--- src/hdl/swrt_pkg.sv ---
// ----------------------------------------------------------------------------
// Sliding window range tracker package
// Shared widths, register indexes and the controller/datapath interface types.
// ----------------------------------------------------------------------------
`default_nettype none

package swrt_pkg;

  localparam int DATA_W         = 32;
  localparam int WLEN_W         = 7;
  localparam int CFG_IDX_W      = 2;
  localparam int WINDOW_MAX_DEF = 64;

  // Configuration register indexes.
  localparam logic [CFG_IDX_W-1:0] REG_WINDOW_LEN   = 2'd0;
  localparam logic [CFG_IDX_W-1:0] REG_THRESHOLD    = 2'd1;
  localparam logic [CFG_IDX_W-1:0] REG_NEEDED_COUNT = 2'd2;

  // Commands from the controller to the datapath.
  typedef struct packed {
    logic accept;    // take the input word and store the sample
    logic rd_issue;  // read one older sample from the store
    logic range_en;  // register max minus min
    logic update;    // update the smallest range and the over count
    logic finish;    // load the result register, clear at end of sequence
  } swrt_cmd_t;

  // Status from the datapath to the controller.
  typedef struct packed {
    logic win_full;   // the word being accepted completes a window
    logic len_one;    // effective window length is one
    logic last_read;  // the read issued now is the final one of the scan
  } swrt_sts_t;

endpackage

`default_nettype wire

--- src/hdl/swrt_dp.sv ---
// ----------------------------------------------------------------------------
// Sliding window range tracker datapath
// Sample store, max/min scan, range statistics and the result register.
// ----------------------------------------------------------------------------
`default_nettype none

module swrt_dp #(
  parameter int WINDOW_MAX = swrt_pkg::WINDOW_MAX_DEF
) (
  input  wire                                  clk,
  input  wire                                  rst_n,
  input  wire swrt_pkg::swrt_cmd_t             cmd,
  output swrt_pkg::swrt_sts_t                  sts,
  input  wire logic [swrt_pkg::WLEN_W-1:0]     window_len,
  input  wire logic [swrt_pkg::DATA_W-1:0]     threshold,
  input  wire logic [swrt_pkg::DATA_W-1:0]     needed_count,
  input  wire logic signed [swrt_pkg::DATA_W-1:0] in_sample,
  input  wire logic                            in_last_sample,
  output logic                                 out_window_ready,
  output logic [swrt_pkg::DATA_W-1:0]          out_range,
  output logic [swrt_pkg::DATA_W-1:0]          out_min_range,
  output logic [swrt_pkg::DATA_W-1:0]          out_over_count,
  output logic                                 out_reached,
  output logic                                 out_is_last
);
  import swrt_pkg::*;

  localparam int ADDR_W = (WINDOW_MAX > 1) ? $clog2(WINDOW_MAX) : 1;
  localparam int LEN_W  = $clog2(WINDOW_MAX + 1);
  localparam int CMP_W  = (LEN_W > WLEN_W) ? LEN_W : WLEN_W;
  localparam logic [ADDR_W-1:0] LAST_ADDR = ADDR_W'(WINDOW_MAX - 1);
  localparam logic [LEN_W-1:0]  LEN_MAX   = LEN_W'(WINDOW_MAX);
  localparam logic [DATA_W-1:0] ALL_ONES  = '1;

  logic signed [DATA_W-1:0] mem [WINDOW_MAX];

  logic [ADDR_W-1:0]        wp_r, rd_ptr_r;
  logic [LEN_W-1:0]         pos_r, rem_r;
  logic signed [DATA_W-1:0] rd_data_r, hi_r, lo_r;
  logic                     rd_vld_r;
  logic                     full_r, last_r;
  logic [DATA_W-1:0]        rng_r, smallest_r, cnt_r;

  logic [CMP_W-1:0]   wl_ext;
  logic [LEN_W-1:0]   eff_len, pos_nxt;
  logic [ADDR_W-1:0]  wp_nxt, wp_prev, rd_prev;
  logic [DATA_W:0]    diff;

  always_comb begin
    wl_ext = CMP_W'(window_len);
    if (wl_ext == '0) begin
      eff_len = LEN_W'(1);
    end else if (wl_ext > CMP_W'(WINDOW_MAX)) begin
      eff_len = LEN_MAX;
    end else begin
      eff_len = wl_ext[LEN_W-1:0];
    end
    pos_nxt = (pos_r == LEN_MAX) ? pos_r : pos_r + LEN_W'(1);
    wp_nxt  = (wp_r == LAST_ADDR) ? '0 : wp_r + ADDR_W'(1);
    wp_prev = (wp_r == '0) ? LAST_ADDR : wp_r - ADDR_W'(1);
    rd_prev = (rd_ptr_r == '0) ? LAST_ADDR : rd_ptr_r - ADDR_W'(1);
    diff    = {hi_r[DATA_W-1], hi_r} - {lo_r[DATA_W-1], lo_r};
  end

  assign sts.win_full  = (pos_nxt >= eff_len);
  assign sts.len_one   = (eff_len == LEN_W'(1));
  assign sts.last_read = (rem_r == LEN_W'(1));

  // Sample store: one write on acceptance, one registered read per scan step.
  always_ff @(posedge clk) begin
    if (cmd.accept) begin
      mem[wp_r] <= in_sample;
    end
    if (cmd.rd_issue) begin
      rd_data_r <= mem[rd_ptr_r];
    end
  end

  always_ff @(posedge clk) begin
    if (!rst_n) begin
      rd_vld_r <= 1'b0;
    end else begin
      rd_vld_r <= cmd.rd_issue;
    end
  end

  // Scan registers; the newest sample seeds both extremes.
  always_ff @(posedge clk) begin
    if (cmd.accept) begin
      hi_r     <= in_sample;
      lo_r     <= in_sample;
      rd_ptr_r <= wp_prev;
      rem_r    <= eff_len - LEN_W'(1);
      full_r   <= sts.win_full;
      last_r   <= in_last_sample;
      rng_r    <= '0;
    end else begin
      if (rd_vld_r) begin
        if (rd_data_r > hi_r) begin
          hi_r <= rd_data_r;
        end
        if (rd_data_r < lo_r) begin
          lo_r <= rd_data_r;
        end
      end
      if (cmd.rd_issue) begin
        rd_ptr_r <= rd_prev;
        rem_r    <= rem_r - LEN_W'(1);
      end
      if (cmd.range_en) begin
        rng_r <= diff[DATA_W-1:0];
      end
    end
  end

  // Sequence state.
  always_ff @(posedge clk) begin
    if (!rst_n) begin
      wp_r       <= '0;
      pos_r      <= '0;
      smallest_r <= ALL_ONES;
      cnt_r      <= '0;
    end else begin
      if (cmd.accept) begin
        wp_r  <= wp_nxt;
        pos_r <= pos_nxt;
      end
      if (cmd.update) begin
        if (rng_r < smallest_r) begin
          smallest_r <= rng_r;
        end
        if ((rng_r >= threshold) && (cnt_r != ALL_ONES)) begin
          cnt_r <= cnt_r + DATA_W'(1);
        end
      end
      if (cmd.finish && last_r) begin
        wp_r       <= '0;
        pos_r      <= '0;
        smallest_r <= ALL_ONES;
        cnt_r      <= '0;
      end
    end
  end

  // Result register.
  always_ff @(posedge clk) begin
    if (cmd.finish) begin
      out_window_ready <= full_r;
      out_range        <= rng_r;
      out_min_range    <= smallest_r;
      out_over_count   <= cnt_r;
      out_reached      <= (cnt_r >= needed_count);
      out_is_last      <= last_r;
    end
  end

`ifndef SYNTHESIS
  a_seed_extremes: assert property (@(posedge clk) disable iff (!rst_n)
    cmd.accept |=> (hi_r == lo_r))
    else $error("extremes not seeded from the accepted sample");

  a_seq_clear: assert property (@(posedge clk) disable iff (!rst_n)
    (cmd.finish && last_r) |=> (pos_r == '0 && wp_r == '0 && cnt_r == '0 &&
                                smallest_r == ALL_ONES))
    else $error("sequence state not cleared after the final word");
`endif

endmodule

`default_nettype wire

--- src/hdl/swrt_ctrl.sv ---
// ----------------------------------------------------------------------------
// Sliding window range tracker controller
// Sequences acceptance, the store scan, statistics update and result hand-off.
// ----------------------------------------------------------------------------
`default_nettype none

module swrt_ctrl (
  input  wire                      clk,
  input  wire                      rst_n,
  input  wire                      in_valid,
  output logic                     in_ready,
  output logic                     out_valid,
  input  wire                      out_ready,
  output swrt_pkg::swrt_cmd_t      cmd,
  input  wire swrt_pkg::swrt_sts_t sts
);
  import swrt_pkg::*;

  localparam logic [2:0] ST_IDLE   = 3'd0;
  localparam logic [2:0] ST_SCAN   = 3'd1;
  localparam logic [2:0] ST_DRAIN  = 3'd2;
  localparam logic [2:0] ST_RANGE  = 3'd3;
  localparam logic [2:0] ST_UPDATE = 3'd4;
  localparam logic [2:0] ST_FINISH = 3'd5;

  logic [2:0] state_r, state_nxt;
  logic       out_valid_r, out_valid_nxt;

  always_comb begin
    state_nxt = state_r;
    cmd       = '0;
    unique case (state_r)
      ST_IDLE: begin
        cmd.accept = in_valid;
        if (in_valid) begin
          if (!sts.win_full) begin
            state_nxt = ST_FINISH;
          end else if (sts.len_one) begin
            state_nxt = ST_RANGE;
          end else begin
            state_nxt = ST_SCAN;
          end
        end
      end
      ST_SCAN: begin
        cmd.rd_issue = 1'b1;
        if (sts.last_read) begin
          state_nxt = ST_DRAIN;
        end
      end
      ST_DRAIN: begin
        state_nxt = ST_RANGE;
      end
      ST_RANGE: begin
        cmd.range_en = 1'b1;
        state_nxt    = ST_UPDATE;
      end
      ST_UPDATE: begin
        cmd.update = 1'b1;
        state_nxt  = ST_FINISH;
      end
      ST_FINISH: begin
        if (!out_valid_r || out_ready) begin
          cmd.finish = 1'b1;
          state_nxt  = ST_IDLE;
        end
      end
      default: begin
        state_nxt = ST_IDLE;
      end
    endcase
  end

  always_comb begin
    if (cmd.finish) begin
      out_valid_nxt = 1'b1;
    end else if (out_ready) begin
      out_valid_nxt = 1'b0;
    end else begin
      out_valid_nxt = out_valid_r;
    end
  end

  always_ff @(posedge clk) begin
    if (!rst_n) begin
      state_r     <= ST_IDLE;
      out_valid_r <= 1'b0;
    end else begin
      state_r     <= state_nxt;
      out_valid_r <= out_valid_nxt;
    end
  end

  assign in_ready  = (state_r == ST_IDLE);
  assign out_valid = out_valid_r;

`ifndef SYNTHESIS
  a_one_in_flight: assert property (@(posedge clk) disable iff (!rst_n)
    (in_valid && in_ready) |=> !in_ready)
    else $error("second word accepted while one is in progress");

  a_finish_delivers: assert property (@(posedge clk) disable iff (!rst_n)
    (state_r == ST_FINISH && !out_valid_r) |=> (out_valid_r && state_r == ST_IDLE))
    else $error("finished word not placed in the result register");
`endif

endmodule

`default_nettype wire

--- src/hdl/sliding_window_range_tracker.sv ---
// ----------------------------------------------------------------------------
// Sliding window range tracker
// Range, smallest range and threshold count over a sliding window of samples.
// ----------------------------------------------------------------------------
// The block takes one signed 32-bit sample per input word and returns one
// result word for each. Once window_len samples of the current sequence have
// arrived, the result carries the range (maximum minus minimum) of the newest
// window_len samples, the smallest such range seen in the sequence, and a
// saturating count of windows whose range is at least threshold, with reached
// raised once that count is at least needed_count. A word with last_sample
// set ends the sequence: its result is produced normally and the sequence
// state is cleared afterwards; the configuration registers keep their
// values. A window length of zero acts as one, and a length above WINDOW_MAX
// acts as WINDOW_MAX. Samples are kept in a single-port store of WINDOW_MAX
// entries, and the maximum and minimum are found by reading the older
// samples of the window back one per clock. A word that does not yet complete
// a window goes from acceptance straight to the final state, where its result
// is loaded into the output register. A word that completes the window waits
// for the scan, one read per clock for each older sample, then for a step
// each for the final compare, the range and the statistics before its result
// is loaded; a window of one skips the scan. The controller is back in idle
// once the result is loaded. A result still waiting in the output register
// holds the controller in its final state until it is taken. Only one word
// is in progress at a time, but a new word is accepted while the previous
// result still waits in the output register. Configuration words are always
// accepted and must only be sent while the block is idle.
`default_nettype none

module sliding_window_range_tracker #(
  parameter int WINDOW_MAX = swrt_pkg::WINDOW_MAX_DEF
) (
  input  wire                                     clk,
  input  wire                                     rst_n,
  // Configuration write channel.
  input  wire                                     cfg_valid,
  output logic                                    cfg_ready,
  input  wire logic [swrt_pkg::CFG_IDX_W-1:0]     cfg_index,
  input  wire logic [swrt_pkg::DATA_W-1:0]        cfg_data,
  // Input channel.
  input  wire                                     in_valid,
  output logic                                    in_ready,
  input  wire logic signed [swrt_pkg::DATA_W-1:0] in_sample,
  input  wire logic                               in_last_sample,
  // Result channel.
  output logic                                    out_valid,
  input  wire                                     out_ready,
  output logic                                    out_window_ready,
  output logic [swrt_pkg::DATA_W-1:0]             out_range,
  output logic [swrt_pkg::DATA_W-1:0]             out_min_range,
  output logic [swrt_pkg::DATA_W-1:0]             out_over_count,
  output logic                                    out_reached,
  output logic                                    out_is_last
);
  import swrt_pkg::*;

  logic [WLEN_W-1:0] window_len_r;
  logic [DATA_W-1:0] threshold_r;
  logic [DATA_W-1:0] needed_count_r;

  swrt_cmd_t cmd;
  swrt_sts_t sts;

  // Configuration registers. A write to an index beyond the list is dropped.
  assign cfg_ready = 1'b1;

  always_ff @(posedge clk) begin
    if (!rst_n) begin
      window_len_r   <= WLEN_W'(1);
      threshold_r    <= '0;
      needed_count_r <= DATA_W'(1);
    end else if (cfg_valid) begin
      unique case (cfg_index)
        REG_WINDOW_LEN:   window_len_r   <= cfg_data[WLEN_W-1:0];
        REG_THRESHOLD:    threshold_r    <= cfg_data;
        REG_NEEDED_COUNT: needed_count_r <= cfg_data;
        default: ;
      endcase
    end
  end

  // The controller owns the handshakes and sequencing; the datapath holds
  // the sample store, the running extremes and the sequence statistics.
  swrt_ctrl u_ctrl (
    .clk       (clk),
    .rst_n     (rst_n),
    .in_valid  (in_valid),
    .in_ready  (in_ready),
    .out_valid (out_valid),
    .out_ready (out_ready),
    .cmd       (cmd),
    .sts       (sts)
  );

  swrt_dp #(
    .WINDOW_MAX (WINDOW_MAX)
  ) u_dp (
    .clk              (clk),
    .rst_n            (rst_n),
    .cmd              (cmd),
    .sts              (sts),
    .window_len       (window_len_r),
    .threshold        (threshold_r),
    .needed_count     (needed_count_r),
    .in_sample        (in_sample),
    .in_last_sample   (in_last_sample),
    .out_window_ready (out_window_ready),
    .out_range        (out_range),
    .out_min_range    (out_min_range),
    .out_over_count   (out_over_count),
    .out_reached      (out_reached),
    .out_is_last      (out_is_last)
  );

endmodule

`default_nettype wire

--- config.mk ---
export PLATFORM = sky130hd
export DESIGN_NAME = sliding_window_range_tracker
export DESIGN_NICKNAME = d
export VERILOG_FILES = /design/src/hdl/swrt_pkg.sv /design/src/hdl/swrt_dp.sv /design/src/hdl/swrt_ctrl.sv /design/src/hdl/sliding_window_range_tracker.sv
export SDC_FILE = /design/constraint.sdc
export NUM_CORES = 2
export LEC_CHECK = 0
export BUFFER_PORTS_ARGS = -buffer_cell sky130_fd_sc_hd__buf_2
export CORE_MARGIN = 2
export CORE_UTILIZATION = 41
export CTS_CLUSTER_DIAMETER = 80
export DETAILED_ROUTE_END_ITERATION = 8
export PLACE_DENSITY = 0.54
export SKIP_CTS_REPAIR_TIMING = 1
export SLEW_MARGIN = 15
export SYNTH_ARGS = -nofsm -noshare
export SYNTH_HDL_FRONTEND = slang
export SYNTH_SLANG_ARGS = --single-unit
--- constraint.sdc ---
create_clock -name clk -period 9.9 [get_ports clk]
set_input_delay 0.99 -clock clk [delete_from_list [all_inputs] [get_ports clk]]
set_output_delay 0.99 -clock clk [all_outputs]
set_load 0.01 [all_outputs]
==> impl_metrics.tcl <==
set metrics [dict create \
    core-area_um2 238100 \
    max_slew_margin_pct 16.41 \
    p_clk_share_pct 30.8 \
    nets 5764 \
    syn_avg_cell_area_um2 19.10 \
    antenna_found_initial 23 \
    cp.required_ns 10.65 \
    fin_skew_ns 0.08899 \
    synth_edf_count 2258 \
    outcome "complete, no violations" \
    h-tree-depth 5 \
    p_int_mw 21.61 \
    crit_cells 7 \
    synthToLayoutAreaGrowth_pct 14.08 \
    initial_core_util_pct 41.23 \
    grtUsageTotal_pct 21.75 \
    final_antenna_net_count 0 \
    grt_pass1_vias 50430 \
    worst_slack_ns 5.543 \
    cp-endpoint "u_dp.rd_data_r[23]" \
    synth.most_common_cell "edfxtp_1" \
    yosysUniqueCellTypes 73 \
    grt_start_max_net_pins 154 \
    hold_path_class "in2reg" \
    ys.flop_type "edfxtp_1" \
    clock_latency_ns 0.95 \
    tns_ns 0 \
    cts_sinks 2443 \
    drt_wl_total_um 266700 \
    rr_worst_depth 7 \
    p_leak_nw 36.90 \
    min_period_ns 4.357 \
    cp.arrival_ns 5.11 \
    rsz0062_at_grt "false" \
    die_height_um 493.3 \
    drtIter0Drc 5381 \
    whs_ns 0.3240 \
    place_ws_ns 5.488 \
    yosysWarnings 0 \
    synth_area_leaders "edfxtp_1 (69%), mux4_2 (14%), dfxtp_1 (3.8%), ha_1 (2.7%), nand2_1 (1.4%)" \
    cpPeakStageDelay_ns 1.00 \
    post-route-period-util_pct 44.01 \
    path_cells "buf_12 > buf_4 > mux4_2 > mux2i_1 > o21ai_0 > o22ai_1 > nor2_1" \
    grt_overflow 0 \
    r2r_start "u_dp.rd_ptr_r[1]" \
    fmax_mhz 229.5 \
    root_buffer "clkbuf_16" \
    synth_nets 5421 \
    crit_type "reg2reg" \
    clkTransAtPathRegs_ns 0.06 \
    switching_share_pct 30.95 \
    hold_viol_final 0 \
    tightest_slew_ns 1.241 \
    slowest_stage "o21ai_0" \
    wl_per_cell_um 30.13 \
    async_flop_share_pct 0 \
    p_seq_share_pct 40.1 \
    combPwrFrac_pct 29.1 \
    cts_tree "built" \
    synth.cell_area_um2 98160 \
    cp-end-kind "register" \
    drc 0 \
    dieArea_um2 243300 \
    fillers 19820 \
    ys_ff_latch 2443 \
    power_density_nw_per_um2 279.5 \
    rrSetupSlack_ns 5.54 \
    globalplace.congestion 0.8446 \
    rows 179 \
    drive_gt1_share_pct 24.76 \
    slew_viol_final 0 \
    reg2reg_to "u_dp.rd_data_r[23]" \
    synth.largest_area_cell "edfxtp_1" \
    vias_per_cell 5.705 \
    p_switching_mw 9.687 \
    cp_top_family "buffers and inverters" \
    worst-path-max-fanout 127 \
    first_pass_iters 5 \
    path_buf_inv 2 \
    maxCapViolCount 0 \
    cp-start-kind "register" \
    num_vias 50490 \
    timing.critical_path.from "u_dp.rd_ptr_r[1]" \
    numCtsBuffers 277 \
    utilization_pct 47.04 \
    syn_inst 5140 \
    vdd_drop_max_v 0.0002582 \
    die_x_um 493.3 \
    pin_count 174 \
    clockBufferDepth 4 \
    setup_viol 0 \
    hpwl_um 150400 \
    port_buffers 172 \
    synth_top_cell_area_share_pct 69.08 \
    synthTopCellsByCount "edfxtp_1 (2258), mux4_2 (627), nand2_1 (373)" \
    synth.yosys.seq_area_share_pct 72.85 \
    grt_pass1_wl_um 375500 \
]
layout make-up:
class	count	area [um^2]	share of cell area, %
Clock inverter	124	1013	0.9051
Tap cell	3167	3963	3.539
Antenna cell	6	15.01	0.01341
Multi-Input combinational cell	2268	25430	22.71
Sequential cell	2443	71510	63.86
Inverter	184	690.7	0.6168
Clock buffer	350	7373	6.585
Timing Repair Buffer	309	1984	1.772
cell usage in the layout, fill, tap and decap left out, types with 11 or more instances in the layout:
cell / synthesis / layout
clkbuf_1: 148 / 63
a31oi_1: 11 / 11
nand2b_1: 12 / 11
or3_1: 15 / 15
mux2i_1: 54 / 54
edfxtp_1: 2258 / 2258
nor2b_1: 14 / 13
o21ai_0: 78 / 76
nand3_1: 40 / 40
buf_2: 55 / 167
o21a_1: 14 / 14
xnor2_1: 48 / 48
mux4_2: 627 / 627
nor2_1: 179 / 114
o211ai_1: 41 / 41
a21boi_0: 66 / 66
a21oi_1: 136 / 136
nor3_1: 33 / 33
inv_1: 184 / 183
nand4_1: 45 / 45
nand2_1: 373 / 371
mux2_2: 15 / 15
ha_1: 208 / 208
clkinv_1: 0 / 46
xor2_1: 17 / 17
dfxtp_1: 185 / 185
bufinv_16: 0 / 15
nand3b_1: 12 / 12
o221ai_1: 16 / 16
buf_4: 12 / 136
clkbuf_16: 0 / 283
nor2_4: 0 / 64
a21o_1: 68 / 68
clkinv_2: 0 / 44
o22ai_1: 16 / 16
worst min path at each step:
stage	startpoint	end	slack, ns	cells past startpoint
2_1_floorplan	u_dp.full_r	u_dp.out_window_ready	0.40	0
3_3_place_gp	u_dp.smallest_r[11]	u_dp.out_min_range[11]	0.41	0
3_5_place_dp	u_dp.smallest_r[7]	u_dp.out_min_range[7]	0.42	0
4_1_cts	in_last_sample	u_dp.last_r	0.26	1
5_1_grt	in_last_sample	u_dp.last_r	0.29	1
6_report	in_last_sample	u_dp.last_r	0.32	1
registers in the layout, indices dropped and copies added, names as in the netlist, 3 cells and up:
name / cells
window_len_r: 7
u_dp.rd_ptr_r: 6
threshold_r: 32
u_dp.rd_data_r: 32
u_dp.cnt_r: 32
u_dp.hi_r: 32
u_dp.lo_r: 32
u_dp.rng_r: 32
needed_count_r: 32
u_dp.wp_r: 6
u_dp.pos_r: 7
u_dp.out_range: 32
u_dp.out_min_range: 32
u_dp.rem_r: 7
u_dp.out_over_count: 32
u_dp.smallest_r: 32
u_dp.mem: 2048
u_ctrl.state_r: 3
per-layer routing:
metal | wire, um | vias to the layer above | GRT usage [%]
met3 | 20190 | 344 | 4.791
met4 | 6268 | 6 | 5.929
li1 | - | 21460 | -
met2 | 126400 | 1853 | 34.32
met5 | 37 | - | 0
met1 | 113800 | 26830 | 30.57
per-stage QoR:
step | instances | total power [mW] | area (um^2)
4_1_cts | 8844 | 31.58 | 111900
3_3_place_gp | 8370 | 21.86 | 103500
6_report | 8851 | 31.30 | 112000
2_1_floorplan | 5140 | 18.82 | 98160
3_5_place_dp | 8370 | 21.93 | 103500
5_1_grt | 8848 | 32.66 | 112000
worst reg2reg max path, stage by stage, from the launching register on:
cell and delay [ns]:
edfxtp_1 0.62, buf_12 0.58, buf_4 0.97, mux4_2 0.42
mux2i_1 0.16, o21ai_0 1.00, o22ai_1 0.22, nor2_1 0.22
power by group through the flow:
stage	sequential (mW)	clock, mW	combinational, mW
after detailed placement	12.8	0	9.15
after CTS	12.6	9.84	9.18
after global placement	12.8	0	9.10
after global routing	12.6	10.2	9.84
after floorplan	12.4	0	6.45
final	12.6	9.64	9.10
logic make-up (layout without fill, tap and decap cells):
group           after synthesis  count (layout)  synth area share, %
compound gates              511             511                3.411
xor+xnor                     65              65               0.5800
fa+ha+maj                   209             209                2.672
buf+inv                     429             967                1.765
flops                      2443            2443                72.85
mux                         696             696                15.11
other cells                   1               7             0.003820
simple gates                786             786                3.606
No activity file was read; power rests on OpenSTA's default activity.
